[src/rtl/pfd_pkg.sv]
// Shared types, constants and index helpers for the Playfair digraph core.
package pfd_pkg;

    localparam int unsigned SQ_DIM       = 5;
    localparam int unsigned LETTER_COUNT = 26;
    localparam int unsigned CODE_W       = 5;
    localparam int unsigned IDX_W        = 3;
    localparam int unsigned ROW_W        = SQ_DIM * CODE_W;
    localparam int unsigned CFG_IDX_W    = 3;

    typedef logic [CODE_W-1:0]    letter_t;
    typedef logic [IDX_W-1:0]     idx_t;
    typedef logic [CFG_IDX_W-1:0] cfg_idx_t;
    typedef logic [ROW_W-1:0]     row_t;

    // [row][col] -> letter code; row r matches configuration register r
    typedef logic [SQ_DIM-1:0][SQ_DIM-1:0][CODE_W-1:0] square_t;

    localparam cfg_idx_t CFG_ROW0      = 3'd0;
    localparam cfg_idx_t CFG_ROW4      = 3'd4;
    localparam cfg_idx_t CFG_DIRECTION = 3'd5;

    localparam idx_t IDX_LAST = idx_t'(SQ_DIM - 1);

    typedef struct packed {
        letter_t first_letter;
        letter_t second_letter;
    } digraph_t;

    typedef struct packed {
        letter_t out_first;
        letter_t out_second;
        logic    pair_invalid;
    } result_t;

    typedef struct packed {
        logic found;
        idx_t row;
        idx_t col;
    } loc_t;

    // one step around the row or column, right/down for encrypt, left/up for decrypt
    function automatic idx_t step_idx(input idx_t v, input logic decrypt);
        idx_t r;
        if (decrypt) begin
            r = (v == '0) ? IDX_LAST : idx_t'(v - 1'b1);
        end else begin
            r = (v == IDX_LAST) ? '0 : idx_t'(v + 1'b1);
        end
        return r;
    endfunction

endpackage

[src/rtl/pfd_locate.sv]
// Search lane: finds one letter code in the key square, last row-major match wins.
module pfd_locate (
    input  pfd_pkg::letter_t code,
    input  pfd_pkg::square_t square,
    output pfd_pkg::loc_t    loc
);

    always_comb
    begin
        loc = '0;
        if (code < pfd_pkg::CODE_W'(pfd_pkg::LETTER_COUNT))
        begin
            for (int r = 0; r < pfd_pkg::SQ_DIM; r++)
            begin
                for (int c = 0; c < pfd_pkg::SQ_DIM; c++)
                begin
                    if (square[r][c] == code)
                    begin
                        loc.found = 1'b1;
                        loc.row   = pfd_pkg::IDX_W'(r);
                        loc.col   = pfd_pkg::IDX_W'(c);
                    end
                end
            end
        end
    end

endmodule

[src/rtl/pfd_merge.sv]
// Merge stage: applies the row, column or rectangle rule to the two lane results.
module pfd_merge (
    input  pfd_pkg::digraph_t digraph,
    input  pfd_pkg::loc_t     loc_a,
    input  pfd_pkg::loc_t     loc_b,
    input  pfd_pkg::square_t  square,
    input  logic              decrypt,
    output pfd_pkg::result_t  result
);

    pfd_pkg::idx_t r1, c1, r2, c2;
    pfd_pkg::idx_t r1_step, c1_step, r2_step, c2_step;

    assign r1      = loc_a.row;
    assign c1      = loc_a.col;
    assign r2      = loc_b.row;
    assign c2      = loc_b.col;
    assign r1_step = pfd_pkg::step_idx(r1, decrypt);
    assign c1_step = pfd_pkg::step_idx(c1, decrypt);
    assign r2_step = pfd_pkg::step_idx(r2, decrypt);
    assign c2_step = pfd_pkg::step_idx(c2, decrypt);

    always_comb
    begin
        result.out_first    = digraph.first_letter;
        result.out_second   = digraph.second_letter;
        result.pair_invalid = 1'b0;
        if (!loc_a.found || !loc_b.found
            || digraph.first_letter == digraph.second_letter)
        begin
            result.pair_invalid = 1'b1;
        end
        else if (r1 == r2)
        begin
            result.out_first  = square[r1][c1_step];
            result.out_second = square[r2][c2_step];
        end
        else if (c1 == c2)
        begin
            result.out_first  = square[r1_step][c1];
            result.out_second = square[r2_step][c2];
        end
        else
        begin
            result.out_first  = square[r1][c2];
            result.out_second = square[r2][c1];
        end
    end

endmodule

[src/rtl/playfair_digraph_cipher_core.sv]
// Top level of the Playfair digraph core: key square registers, lanes, merge, output skid.
//
// Substitutes one prepared digraph (two letter codes, 0 = a .. 25 = z) per clock by the
// Playfair rules against a 5x5 key square held in configuration registers 0..4 (column 0
// in the low bits of each row) and a direction bit in register 5 (0 encrypt, 1 decrypt).
// Two search lanes locate the letters in the square side by side, and a merge stage picks
// the same-row, same-column or rectangle substitution; the whole lookup is combinational
// between the input handshake and the output register, so a new digraph is taken every
// cycle while digraph_stall is low, and its result is registered. A letter that is not in
// the square, a code above 25 or an identical pair raises pair_invalid and both letters
// pass through unchanged. A two-entry output (main register plus skid) lets the core
// accept one more digraph while a result is stalled; digraph_stall rises only when both
// entries are full. Configuration writes are always ready; writes to indexes above 5 are
// ignored, and the square should be changed only while the core is idle.
module playfair_digraph_cipher_core (
    input  logic                clk,
    input  logic                rst_n,
    // digraph channel
    input  logic                digraph_valid,
    output logic                digraph_stall,
    input  pfd_pkg::digraph_t   digraph,
    // result channel
    output logic                result_valid,
    input  logic                result_stall,
    output pfd_pkg::result_t    result,
    // configuration write channel
    input  logic                cfg_valid,
    output logic                cfg_ready,
    input  pfd_pkg::cfg_idx_t   cfg_index,
    input  pfd_pkg::row_t       cfg_data
);

    // configuration state
    pfd_pkg::square_t square_reg, square_next;
    logic             decrypt_reg, decrypt_next;

    // output register and skid entry
    pfd_pkg::result_t out_reg, out_next;
    logic             out_valid_reg, out_valid_next;
    pfd_pkg::result_t skid_reg, skid_next;
    logic             skid_valid_reg, skid_valid_next;

    pfd_pkg::loc_t    loc_a, loc_b;
    pfd_pkg::result_t lookup;
    logic             accept;
    logic             cfg_write;

    assign cfg_ready = 1'b1;
    assign cfg_write = cfg_valid && cfg_ready;

    always_comb
    begin
        square_next  = square_reg;
        decrypt_next = decrypt_reg;
        if (cfg_write)
        begin
            if (cfg_index inside {[pfd_pkg::CFG_ROW0:pfd_pkg::CFG_ROW4]})
            begin
                square_next[cfg_index] = cfg_data;
            end
            else if (cfg_index == pfd_pkg::CFG_DIRECTION)
            begin
                decrypt_next = cfg_data[0];
            end
        end
    end

    // one search lane per letter of the digraph
    pfd_locate u_lane_first (
        .code   (digraph.first_letter),
        .square (square_reg),
        .loc    (loc_a)
    );

    pfd_locate u_lane_second (
        .code   (digraph.second_letter),
        .square (square_reg),
        .loc    (loc_b)
    );

    pfd_merge u_merge (
        .digraph (digraph),
        .loc_a   (loc_a),
        .loc_b   (loc_b),
        .square  (square_reg),
        .decrypt (decrypt_reg),
        .result  (lookup)
    );

    // stall only when the skid entry is occupied; registered, so no path from result_stall
    assign digraph_stall = skid_valid_reg;
    assign accept        = digraph_valid && !digraph_stall;

    always_comb
    begin
        out_next        = out_reg;
        out_valid_next  = out_valid_reg;
        skid_next       = skid_reg;
        skid_valid_next = skid_valid_reg;
        if (out_valid_reg && !result_stall)
        begin
            // output drained: refill from skid, then from the new item
            if (skid_valid_reg)
            begin
                out_next        = skid_reg;
                skid_valid_next = 1'b0;
            end
            else if (accept)
            begin
                out_next = lookup;
            end
            else
            begin
                out_valid_next = 1'b0;
            end
        end
        else if (accept)
        begin
            if (!out_valid_reg)
            begin
                out_next       = lookup;
                out_valid_next = 1'b1;
            end
            else
            begin
                // output held by downstream, park the item
                skid_next       = lookup;
                skid_valid_next = 1'b1;
            end
        end
    end

    always_ff @(posedge clk or negedge rst_n)
    begin
        if (!rst_n)
        begin
            square_reg     <= '0;
            decrypt_reg    <= 1'b0;
            out_valid_reg  <= 1'b0;
            skid_valid_reg <= 1'b0;
        end
        else
        begin
            square_reg     <= square_next;
            decrypt_reg    <= decrypt_next;
            out_valid_reg  <= out_valid_next;
            skid_valid_reg <= skid_valid_next;
        end
    end

    always_ff @(posedge clk)
    begin
        out_reg  <= out_next;
        skid_reg <= skid_next;
    end

    assign result_valid = out_valid_reg;
    assign result       = out_reg;

`ifndef SYNTHESIS
    // skid entry is only ever used behind a full output register
    a_skid_behind_out: assert property (@(posedge clk) disable iff (!rst_n)
        skid_valid_reg |-> out_valid_reg)
        else $error("skid entry valid with empty output register");

    // an item taken while the output is stalled must land in the skid entry
    a_park_on_stall: assert property (@(posedge clk) disable iff (!rst_n)
        accept && out_valid_reg && result_stall |=> skid_valid_reg)
        else $error("item accepted under stall was not parked");

    // a parked item moves out as soon as downstream takes the output
    a_skid_drains: assert property (@(posedge clk) disable iff (!rst_n)
        skid_valid_reg && !result_stall |=> !skid_valid_reg && out_valid_reg)
        else $error("skid entry did not drain");

    // after any accepted item the output register holds a valid result in the next cycle
    a_accept_visible: assert property (@(posedge clk) disable iff (!rst_n)
        accept |=> out_valid_reg)
        else $error("accepted item did not reach the output");
`endif

endmodule
[config.mk]
export PLATFORM = sky130hd
export DESIGN_NAME = playfair_digraph_cipher_core
export DESIGN_NICKNAME = d
export VERILOG_FILES = /design/src/rtl/pfd_pkg.sv /design/src/rtl/pfd_locate.sv /design/src/rtl/pfd_merge.sv /design/src/rtl/playfair_digraph_cipher_core.sv
export SDC_FILE = /design/constraint.sdc
export NUM_CORES = 1
export LEC_CHECK = 0
export BUFFER_PORTS_ARGS = -buffer_cell sky130_fd_sc_hd__buf_2
export CAP_MARGIN = 20
export CELL_PAD_IN_SITES_DETAIL_PLACEMENT = 0
export CELL_PAD_IN_SITES_GLOBAL_PLACEMENT = 1
export CORE_MARGIN = 2
export CORE_UTILIZATION = 49
export CTS_BUF_LIST = sky130_fd_sc_hd__clkbuf_4 sky130_fd_sc_hd__clkbuf_8 sky130_fd_sc_hd__clkbuf_16
export CTS_CLUSTER_SIZE = 30
export DETAILED_ROUTE_END_ITERATION = 10
export PLACE_DENSITY = 0.83
export REMOVE_ABC_BUFFERS = 1
export SYNTH_ARGS = -nofsm -noshare
export SYNTH_HDL_FRONTEND = slang
export SYNTH_HIERARCHICAL = 1
export SYNTH_SLANG_ARGS = --single-unit
export TNS_END_PERCENT = 20
[constraint.sdc]
create_clock -name clk -period 11.3 [get_ports clk]
set_input_delay 0 -clock clk [delete_from_list [all_inputs] [get_ports clk]]
set_output_delay 0 -clock clk [all_outputs]
set_load 0.005 [all_outputs]
; Word-level counts from Yosys, hierarchy flattened
; Index checks and enable logic that the tools add are counted.
[op_classes]
add_sub_neg = 8
magnitude_cmp = 14
n_eq_ne = 61
muxes = 103
bitwise_logic = 2
n_reduce_logical = 23
[op_table]
columns = op, count
row1 = two-way mux 7 bit, 52
row2 = binary-select mux 25 bit (select 3 bit), 4
row3 = equality test 5 bit, 51
row4 = bitwise mux 125 bit, 1
row5 = two-way mux 25 bit, 5
row6 = binary-select mux 5 bit (select 3 bit), 6
row7 = demux 25 bit (select 3 bit), 1
row8 = two-way mux 11 bit, 5
row9 = "less-than comparator 3 x 4 -> 1 bit, second input constant", 9
row10 = two-way mux 3 bit, 12
row11 = two-way mux 10 bit, 3
row12 = two-way mux 5 bit, 6
row13 = "equality test 3 bit, second input constant", 5
row14 = "adder 3 x 1 -> 3 bit, second input constant", 4
row15 = zero test 3 bit, 4
row16 = AND reduction 3 bit, 4
row17 = "subtractor 3 x 1 -> 3 bit, second input constant", 4
row18 = "less-than comparator 5 bit, second input constant", 2
row19 = two-way mux 1 bit, 8
row20 = equality test 3 bit, 2
row21 = ">= comparator 3 x 1 -> 1 bit, second input constant", 2
row22 = nonzero test 2 bit, 3
row23 = logical AND 1 bit, 4
row24 = zero test 1 bit, 4
row25 = 6 further kinds, 10
[word_totals]
regBits = 150
input_bits = 43
output_inout_bits = 14
word_cells = 245

; Longest topological paths before layout
; Gate-level depths: netlist (run 1).
[logic_depth]
ltp_word = 40
depth_mapped = 26
mapped_depth_nobuf = 17

; Cells and area by module
; The synthesis (run 1) kept the hierarchy.
[by_module_without_submodules]
columns = mod, instances, cells_each, area_each_um2, seq_area_each_um2
row1 = pfd_merge, 1, 855, 6500.0, 0.0
row2 = playfair_digraph_cipher_core, 1, 321, 5925.7, 3863.7
row3 = pfd_locate, 2, 245, 2010.7, 0.0

; Worst setup path before layout (run 1)
; OpenSTA, ideal clock, no wires.
[synth_path]
path_kind = register -> register
from = register square_reg[34] in the netlist's numbering
to = register out_reg (netlist bit result[7]) (data pin)
setup_ns = 0.260
arrival_time_ns = 4.811
required_time_ns = 11.040
slack_ns = 6.229
stages_incl_launch_ff = 23
n_path_buf = 6
synth_period_minus_slack_ns = 5.071
cell_sequence = dfrtp_1 > xnor2_1 > nand3_1 > nor3_2 > or2b_1 > nor3b_1 > or3_1 > a31oi_1 > buf_2 > buf_2 > buf_4 > buf_4 > inv_1 > ha_1 > or2_0 > mux4_2 > buf_6 > buf_6 > and2_4 > a221oi_1 > o211ai_1 > a221o_1 > mux2_2
[synth_rtl]
columns = element, line
row1 = "start, declared", playfair_digraph_cipher_core.sv:34  ; pfd_pkg::square_t square_reg, square_next;
row2 = "start signal, assigned", playfair_digraph_cipher_core.sv:144  ; square_reg <= square_next;
row3 = "end signal, assigned", playfair_digraph_cipher_core.sv:153  ; out_reg <= out_next;
row4 = "end, declared", playfair_digraph_cipher_core.sv:38  ; pfd_pkg::result_t out_reg, out_next;

==> impl_metrics.yaml, run 1 <==
place:
  numPortBuffers: 55
  hpwl_um: 51000
  place_congestion: 1.06
  pre_cts_ws_ps: 4520
timing:
  hold_slack_ps: 10.1
  finalHoldViolations: 0
  tns_ps: 0
  setup_viol: 0
  max_freq_ghz: 0.149
  worst-slew-pin-transition_ps: 1200
  slew_headroom: 0.199
  slew_viol_final: 0
  fin_worst_skew_ps: 12.8
  fin_ws_ps: 4590
  fin_crit_sh: 0.594
  min_period_ps: 6710
  rsz0062_at_grt: "false"
worst_setup_path:
  reg2reg_from: "square_reg[89]$_DFFE_PN0P_"
  crit_slowest_cell: "dfrtp_1"
  cp-startpoint: "square_reg[89]$_DFFE_PN0P_"
  path_buf_inv: 3
  critical_path_required_ps: 11520
  max_stage_delay_ps: 760
  criticalPathCategory: "flop to flop"
  cp-start-kind: "flop"
  arrival_ps: 6920
  critical-path-top-delay-family: "simple AND/OR/NAND/NOR gates"
  crit_chain: "xnor2_1 > nand3_1 > nor3_1 > nor4_2 > nand2_1 > nor3_1 > nor2_2 > buf_4 > clkinv_1 > ha_1 > a21oi_4 > buf_4 > mux4_2 > a32o_1 > nor4b_2 > o2111ai_1 > a221o_1 > mux2_2"
  cp-end-kind: "flop"
  worstPathMaxFanout: 33
floorplanning:
  initial_core_util: 0.494
  io_pins: 57
  die_area_um2: 35000
  std_cell_rows: 67
  die_w_um: 187
  core_um2: 33300
  chipHeight_um: 187
power_and_ir_drop:
  pwr-share-comb: 0.681
  power.internal_mw: 2.46
  swShare: 0.546
  power.total_mw: 5.41
  power_switching_mw: 2.96
  seqPwrFrac: 0.203
  p_per_area_nw_per_um2: 308
  leakagePower_nw: 6.70
  clock_power_share: 0.116
  vdd_ir_drop_max_mv: 0.151
cts:
  clk_pin_slew_ps: 70
  h-tree-depth: 4
  clock_sinks: 150
  cts_setup_buffers: 0
  clock_tree.root_cell: "clkbuf_16"
  clk_latency_ps: 460
  clock_path_buffers: 2
  cts_tree: "done"
  cts-buffers-inserted: 17
  cts_resized: 0
route:
  drc_errors: 0
  drt-initial-drc-count: 2219
  avgViaCountPerCell: 7.08
  drtPass1Iterations: 6
  drt_wl_total_um: 72300
  ant_nets: 0
  wl_per_cell_um: 33.8
  vias: 15161
yosys:
  ys_ff_latch: 150
  syn_area_um2: 16400
  synth_enable_flop_cells: 22
  synthArstFlopShare: 0.853
  ys_seq_area_frac: 0.235
  synth_top_flop_cell: "dfrtp_1"
  ys_warn_count: 6
  yosys.area.top_type: "dfrtp_1"
  synth_area_leaders: "dfrtp_1 19%, mux2_2 8.1%, mux2i_1 7.7%"
  synthMostInstantiatedCell: "xor2_1"
  synthCells: 1666
  ys_types: 99
  yosys.area.top_type_share: 0.195
  yosys-top-cells-count: "130 x xor2_1, 128 x dfrtp_1, 127 x mux2i_1, 126 x xnor2_1, 119 x mux2_2"
  avgSynthCellArea_um2: 9.87
finish:
  fillers: 3102
  drive_above_1_share: 0.235
  largest_reg_flops: 125
  multiInputGateArea_um2: 11600
  nets: 1735
  areaGrowthSynthToFinish_pct: 6.77
  regArea_um2: 3860
outcome:
  status: "complete, no violations"
min_path:
  hold_start: "cfg_index[1]"
  worstHoldPathType: "input pin to flop"
grt:
  grt_pass1_vias: 14368
  gr-usage-all-layers: 0.409
  grt_max_degree: 67
  grt_antenna_before_repair: 2
  grt_pass1_wl_um: 104000
  gr-total-overflow: 0
job:
  maxCapViolCount: 0
kinds of logic (layout without fill, tap and decap cells):
group                    count (synthesis)  after routing  synth area share
AND/OR/NAND/NOR                        428            428             0.148
multiplexers                           331            331             0.250
AO/OA/AOI/OAI                          328            328             0.144
XOR/XNOR                               265            265             0.145
flip-flops                             150            150             0.235
buffers and inverters                  150            176            0.0682
adder cells (fa/ha/maj)                 13             13           0.00989
other                                    1              2          0.000228
final timing paths:
kind | to | slack [ps] | depth (start not counted)
max | result[4]$_DFFE_PP_ | 4590 | 18
min | decrypt_reg$_DFFE_PN0P_ | 10 | 3
max reg2reg | result[4]$_DFFE_PP_ | 4590 | 18
min reg2reg | result[3]$_DFFE_PP_ | 550 | 1
max in group asynchronous | square_reg[121]$_DFFE_PN0P_ | 9860 | 3
min in group asynchronous | square_reg[67]$_DFFE_PN0P_ | 120 | 2
worst reg2reg max path: stages (launching register included):
cell	delay, ps
dfrtp_1	760
xnor2_1	190
nand3_1	100
nor3_1	470
nor4_2	180
nand2_1	100
nor3_1	80
nor2_2	80
buf_4	350
clkinv_1	600
ha_1	640
a21oi_4	200
buf_4	520
mux4_2	640
a32o_1	300
nor4b_2	440
o2111ai_1	210
a221o_1	350
mux2_2	270
layout make-up:
class                      count  area share
antenna                        1    0.000143
clock buffer                  18      0.0247
clock inverter                14      0.0106
inverter                      21     0.00449
multi-input combinational   1366       0.659
sequential                   150       0.220
tap                          448      0.0319
timing repair buffer         123      0.0494
through the flow:
step,util,cells,cell area [µm²]
CTS,0.528,2140,17600
global route,0.528,2140,17600
detailed placement,0.500,2078,16600
floorplan,-,1537,15400
global placement,0.500,2078,16600
finish,0.528,2141,17600
routing by layer:
layer	GRT usage	up-vias	wire length, µm
li1	-	6252	-
met4	0.267	2	5320
met2	0.608	1164	31000
met5	0	-	2
met3	0.102	280	8130
met1	0.528	7463	27800
cells in the final DEF, fill, tap and decap left out, drive strengths merged, types with 7 or more instances in the layout:
cell,n
a211oi,12
a31oi,19
nor2,75
a221oi,21
nand4,10
dfrtp,128
nor3,75
a2111oi,7
o22ai,26
nand3b,9
o21ai,59
nand2,75
inv,27
nor3b,11
a221o,8
a21o,9
xnor2,130
buf,93
a311oi,10
clkbuf,18
edfxtp,22
nor4,9
xor2,135
or2,8
dlygate4sd3,30
ha,13
nand2b,18
nand3,73
mux2i,128
o2bb2ai,25
mux4,32
mux2,171
nor2b,17
o211ai,13
or3,13
a21oi,46
a22o,7
repair_timing:
action,CTS,global route
setup endpoints to repair,0,0
hold buffers,30,0
endpoints found under the hold margin,193,0
power by group through the flow:
stage / combinational, mW / sequential, mW / clock [mW]
after floorplan: 2.39 / 0.893 / 0
after CTS: 3.53 / 1.08 / 0.632
after detailed placement: 3.51 / 1.09 / 0
final: 3.69 / 1.10 / 0.626
after global placement: 3.53 / 1.08 / 0
after global routing: 3.81 / 1.10 / 0.653
(Power assumes the default switching activity.)
==> run 2, diff against run 1 <==
CORE_UTILIZATION = 46   (was 49)
PLACE_DENSITY = 0.82   (was 0.83)
clock period = 6 ns   (was 11.3 ns; I/O delays follow)
==> run 2 against run 1 <==
Effect of this change:
- non-clock buffer count grew 94
- core utilization shrank 1.1 points
- clock skew shrank 3.5 ps
- maximum frequency grew 15%
- register-to-register slack lost 4400 ps
- via count grew 3.6%
- wire length grew 5.5%
- sequential share of layout area shrank 0.86 points
- largest power group unchanged
==> impl_metrics.yaml, run 2 (same netlist as run 1, synthesis figures left out) <==
floorplanning:
  core_um2: 35400
  chipHeight_um: 193
  io_pins: 57
  die_area_um2: 37300
  initial_core_util: 0.465
  die_w_um: 193
  std_cell_rows: 69
place:
  pre_cts_ws_ps: -48.3
  hpwl_um: 57000
  place_congestion: 1.08
  placed_cells: 2185
  place_area_um2: 17400
  numPortBuffers: 55
route:
  ant_nets: 0
  avgViaCountPerCell: 6.99
  drc_errors: 0
  drt_wl_total_um: 76200
  drtPass1Iterations: 8
  vias: 15707
  wl_per_cell_um: 33.9
  drt-initial-drc-count: 2195
worst_setup_path:
  worstPathMaxFanout: 16
  cp-end-kind: "flop"
  reg2reg_to: "result[10]$_DFFE_PP_"
  criticalPathCategory: "flop to flop"
  crit_slowest_cell: "mux4_2"
  crit_chain: "buf_4 > xnor2_1 > nand3_1 > nor3_2 > or2b_1 > nor3b_1 > or3_1 > a31oi_4 > inv_1 > ha_1 > or2_0 > mux4_2 > and2_1 > a221oi_1 > or3_1 > o211ai_1 > a221o_1 > mux2_2"
  arrival_ps: 6060
  reg2reg_from: "square_reg[30]$_DFFE_PN0P_"
  max_stage_delay_ps: 660
  critical_path_required_ps: 6210
  rrSetupSlack_ps: 150
  reg2regPathDepth: 18
  cp-start-kind: "flop"
  cpMostUsedCell: "or3_1"
power_and_ir_drop:
  power.internal_mw: 4.86
  vdd_ir_drop_max_mv: 0.417
  power_switching_mw: 5.60
  p_per_area_nw_per_um2: 572
  clock_power_share: 0.106
  swShare: 0.535
  leakagePower_nw: 7.15
  seqPwrFrac: 0.188
  power.total_mw: 10.5
  pwr-share-comb: 0.706
timing:
  fin_worst_skew_ps: 9.31
  finalHoldViolations: 0
  fin_crit_sh: 0.975
  worst-slew-pin-transition_ps: 1210
  rsz0062_at_grt: "false"
  min_period_ps: 5850
  hold_slack_ps: 12.5
  setup_viol: 0
  slew_viol_final: 0
  max_freq_ghz: 0.171
  tns_ps: 0
  slew_headroom: 0.196
  fin_ws_ps: 148
cts:
  clock_path_buffers: 2
  clock_sinks: 150
  clk_latency_ps: 460
  cts-buffers-inserted: 17
  h-tree-depth: 4
  cts_tree: "done"
  cts_setup_buffers: 0
  clk_pin_slew_ps: 70
  clock_tree.root_cell: "clkbuf_16"
finish:
  final_util: 0.516
  regArea_um2: 3860
  diodes: 0
  nets: 1829
  fin_cells: 2246
  multiInputGateArea_um2: 11600
  design_area_um2: 18300
  drive_above_1_share: 0.276
  largest_reg_flops: 125
  layout_common_cells: "131 x buf_4, 130 x xor2_1, 128 x dfrtp_1"
  areaGrowthSynthToFinish_pct: 11.1
  final_common_cell: "buf_4"
  fillers: 3279
min_path:
  hold_start: "cfg_index[1]"
  hold-path-cell-count: 3
  worstHoldEndpoint: "decrypt_reg$_DFFE_PN0P_"
  worstHoldPathType: "input pin to flop"
grt:
  gr-usage-all-layers: 0.408
  grt_pass1_wl_um: 107000
  grt_antenna_before_repair: 1
  grt_max_degree: 69
  gr-total-overflow: 0
  grt_pass1_vias: 14781
job:
  maxCapViolCount: 0
outcome:
  status: "complete, no violations"
[run 2: repair_timing]
action | in CTS | in global routing
endpoints found under the setup margin | 0 | 1
hold endpoints to repair | 188 | 0
resized for setup | 0 | 2
hold buffers | 30 | 0
[run 2: worst max-delay path: cells and delay by family, from the launching register on]
kind                     cells  cell delay [ps]
multiplexers                 2              940
AO/OA/AOI/OAI                4             1300
adder cells (fa/ha/maj)      1              350
flip-flops                   1              400
XOR/XNOR                     1              190
buffers and inverters        2              310
AND/OR/NAND/NOR              8             2110
[run 2: final cells by class]
class	instances	share of cell area
multi-input cells	1366	0.634
flip-flops and latches	150	0.211
repair buffers	217	0.0868
well taps	461	0.0316
clock buffers	21	0.0262
clock inverters	10	0.00589
inverters	21	0.00431
[run 2: worst max path at each step]
stage,startpoint,endpoint
2_1_floorplan,square_reg[34]$_DFFE_PN0P_,result[4]$_DFFE_PP_
3_3_place_gp,digraph[7],result[10]$_DFFE_PP_
3_5_place_dp,digraph[7],result[10]$_DFFE_PP_
4_1_cts,square_reg[40]$_DFFE_PN0P_,result[10]$_DFFE_PP_
5_1_grt,square_reg[30]$_DFFE_PN0P_,result[10]$_DFFE_PP_
6_report,square_reg[30]$_DFFE_PN0P_,result[10]$_DFFE_PP_
[run 2: power by group through the flow]
stage	Sequential [mW]	Combinational (mW)	Clock, mW
2_1_floorplan	1.68	4.50	0
3_3_place_gp	1.93	7.00	0
3_5_place_dp	1.93	7.00	0
4_1_cts	1.91	7.06	1.12
5_1_grt	1.95	7.63	1.17
6_report	1.96	7.38	1.11
[run 2: per-layer routing]
metal,share of wire,vias up,global-route usage
li1,-,6426,-
met1,0.39,7787,0.540
met2,0.42,1219,0.590
met3,0.12,275,0.124
met4,0.063,0,0.229
met5,0,-,0
==> run 3, diff against run 2 <==
CORE_MARGIN = 10   (was 2)
==> run 3 against run 2 <==
Effect of this change:
- the run now ends with negative hold slack left
- power increased by 0.19%
- register-to-register slack improved by 250 ps
- first-iteration DRC count increased by 5.5%
- critical path type unchanged
==> impl_metrics.yaml, run 3 (same netlist as run 1, synthesis figures left out) <==
outcome:
  status: "finished, violations left"
  violations: "negative hold slack"
worst_setup_path:
  max_stage_delay_ps: 680
  critical_path_required_ps: 6220
  cpMostUsedCell: "nand3_1"
  worstPathMaxFanout: 17
  criticalPathCategory: "flop to flop"
  critical-path-top-delay-family: "compound AO/OA/AOI/OAI gates"
  cp-end-kind: "flop"
  cp-start-kind: "flop"
  arrival_ps: 5820
  path_buf_inv: 2
  crit_chain: "xnor2_1 > nand3_1 > nor3_2 > or2b_1 > nor3b_1 > or3_1 > a31oi_4 > inv_1 > ha_1 > or2_0 > mux4_2 > buf_12 > nand3_1 > a31oi_1 > a311oi_1 > o211ai_1 > a221o_1 > mux2_2"
  crit_slowest_cell: "dfrtp_1"
timing:
  slew_viol_final: 0
  max_freq_ghz: 0.179
  rsz0062_at_grt: "false"
  fin_crit_sh: 0.933
  min_period_ps: 5600
  setup_viol: 0
  finalHoldViolations: 1
  worst-slew-pin-transition_ps: 1060
  fin_worst_skew_ps: 14.4
  fin_ws_ps: 401
  hold_slack_ps: -23.6
  slew_headroom: 0.289
place:
  place_area_um2: 17200
  place_congestion: 1.09
  numPortBuffers: 55
  hpwl_um: 55600
  pre_cts_ws_ps: 434
route:
  drt-initial-drc-count: 2316
  ant_nets: 0
  wl_per_cell_um: 34.8
  wl_met1_um: 30600
  routed-wl-met3_um: 8710
  drtPass1Iterations: 6
  vias: 15650
  met2WireLength_um: 33100
  drt_wl_total_um: 77200
  highest_layer: "met4"
  drc_errors: 0
  avgViaCountPerCell: 7.05
floorplanning:
  die_w_um: 209
  chipHeight_um: 209
  io_pins: 57
  initial_core_util: 0.465
  die_area_um2: 43700
  std_cell_rows: 69
  core_um2: 35400
cts:
  clock_path_buffers: 2
  clk_latency_ps: 480
  clk_pin_slew_ps: 70
  clock_tree.root_cell: "clkbuf_16"
  h-tree-depth: 4
  cts_tree: "done"
  cts_setup_buffers: 0
  cts-buffers-inserted: 17
  clock_sinks: 150
job:
  maxCapViolCount: 0
finish:
  diodes: 0
  drive_above_1_share: 0.263
  fillers: 3315
  design_area_um2: 18100
  layout_common_cells: "130 x xor2_1, 128 x dfrtp_1, 127 x mux2i_1"
  final_common_cell: "xor2_1"
  final_util: 0.512
  largest_reg_flops: 125
  nets: 1801
  areaGrowthSynthToFinish_pct: 10.2
grt:
  grt_pass1_vias: 15146
  grt_max_degree: 67
  grt_pass1_wl_um: 110000
  gr-usage-all-layers: 0.344
  gr-total-overflow: 0
  grt_antenna_before_repair: 2
power_and_ir_drop:
  p_per_area_nw_per_um2: 578
  vdd_ir_drop_max_mv: 0.281
  power.total_mw: 10.5
  leakagePower_nw: 7.04
min_path:
  worstHoldPathType: "input pin to flop"
[run 3: cell count changes in the layout (fill, tap and decap cells not counted), sizes merged]
cell / before / now
clkbuf: 21 / 18
clkinv: 2 / 5
buf: 187 / 158
bufinv: 1 / 2
dlygate4sd3: 30 / 31
inv: 25 / 27
clkinvlp: 3 / 1
[run 3: layer usage]
metal / up-vias / global-route usage
met3: 310 / 0.0890
li1: 6379 / -
met1: 7790 / 0.446
met5: - / 0
met2: 1171 / 0.509
met4: 0 / 0.193
[run 3: cell type report]
| cell class | count | area (µm²) | share of cell area |
|---|---|---|---|
| Multi-Input combinational cell | 1366 | 11600 | 0.639 |
| Inverter | 21 | 78.8 | 0.00435 |
| Tap cell | 461 | 577 | 0.0318 |
| Clock buffer | 18 | 439 | 0.0242 |
| Sequential cell | 150 | 3860 | 0.213 |
| Timing Repair Buffer | 189 | 1430 | 0.0787 |
| Clock inverter | 14 | 164 | 0.00904 |
[run 3: what timing repair did]
| action | 4_1_cts | 5_1_grt |
|---|---|---|
| endpoints found under the hold margin | 193 | 0 |
| resized for setup | 0 | 0 |
| hold buffers | 31 | 0 |
[run 3: final timing paths]
kind                                             from                    endpoint  slack, ps  cells after the start
min in group asynchronous                       rst_n  square_reg[69]$_DFFE_PN0P_        100                      2
max in group asynchronous                       rst_n  square_reg[41]$_DFFE_PN0P_       4630                      3
min                                     digraph_valid       skid_reg[5]$_DFFE_PP_        -20                      3
max reg2reg                square_reg[34]$_DFFE_PN0P_        result[10]$_DFFE_PP_        400                     18
min reg2reg                     skid_reg[0]$_DFFE_PP_         result[0]$_DFFE_PP_        550                      1
max                        square_reg[34]$_DFFE_PN0P_        result[10]$_DFFE_PP_        400                     18
[run 3: power by group]
part	internal (mW)	switching (mW)	total, mW
registers	1.32	0.741	2.06
logic	2.91	4.35	7.26
clock network	0.636	0.523	1.16
[run 3: stage by stage]
stage | TNS [ps] | std cells
floorplan | -37690 | 1537
global placement | 0 | 2154
detailed placement | 0 | 2154
CTS | 0 | 2217
global route | 0 | 2219
finish | 0 | 2219
[run 3: tightest hold or removal path, delay by kind of cell]
family | cells | cell delay [ps]
buf+inv | 1 | 110
simple gates | 2 | 160
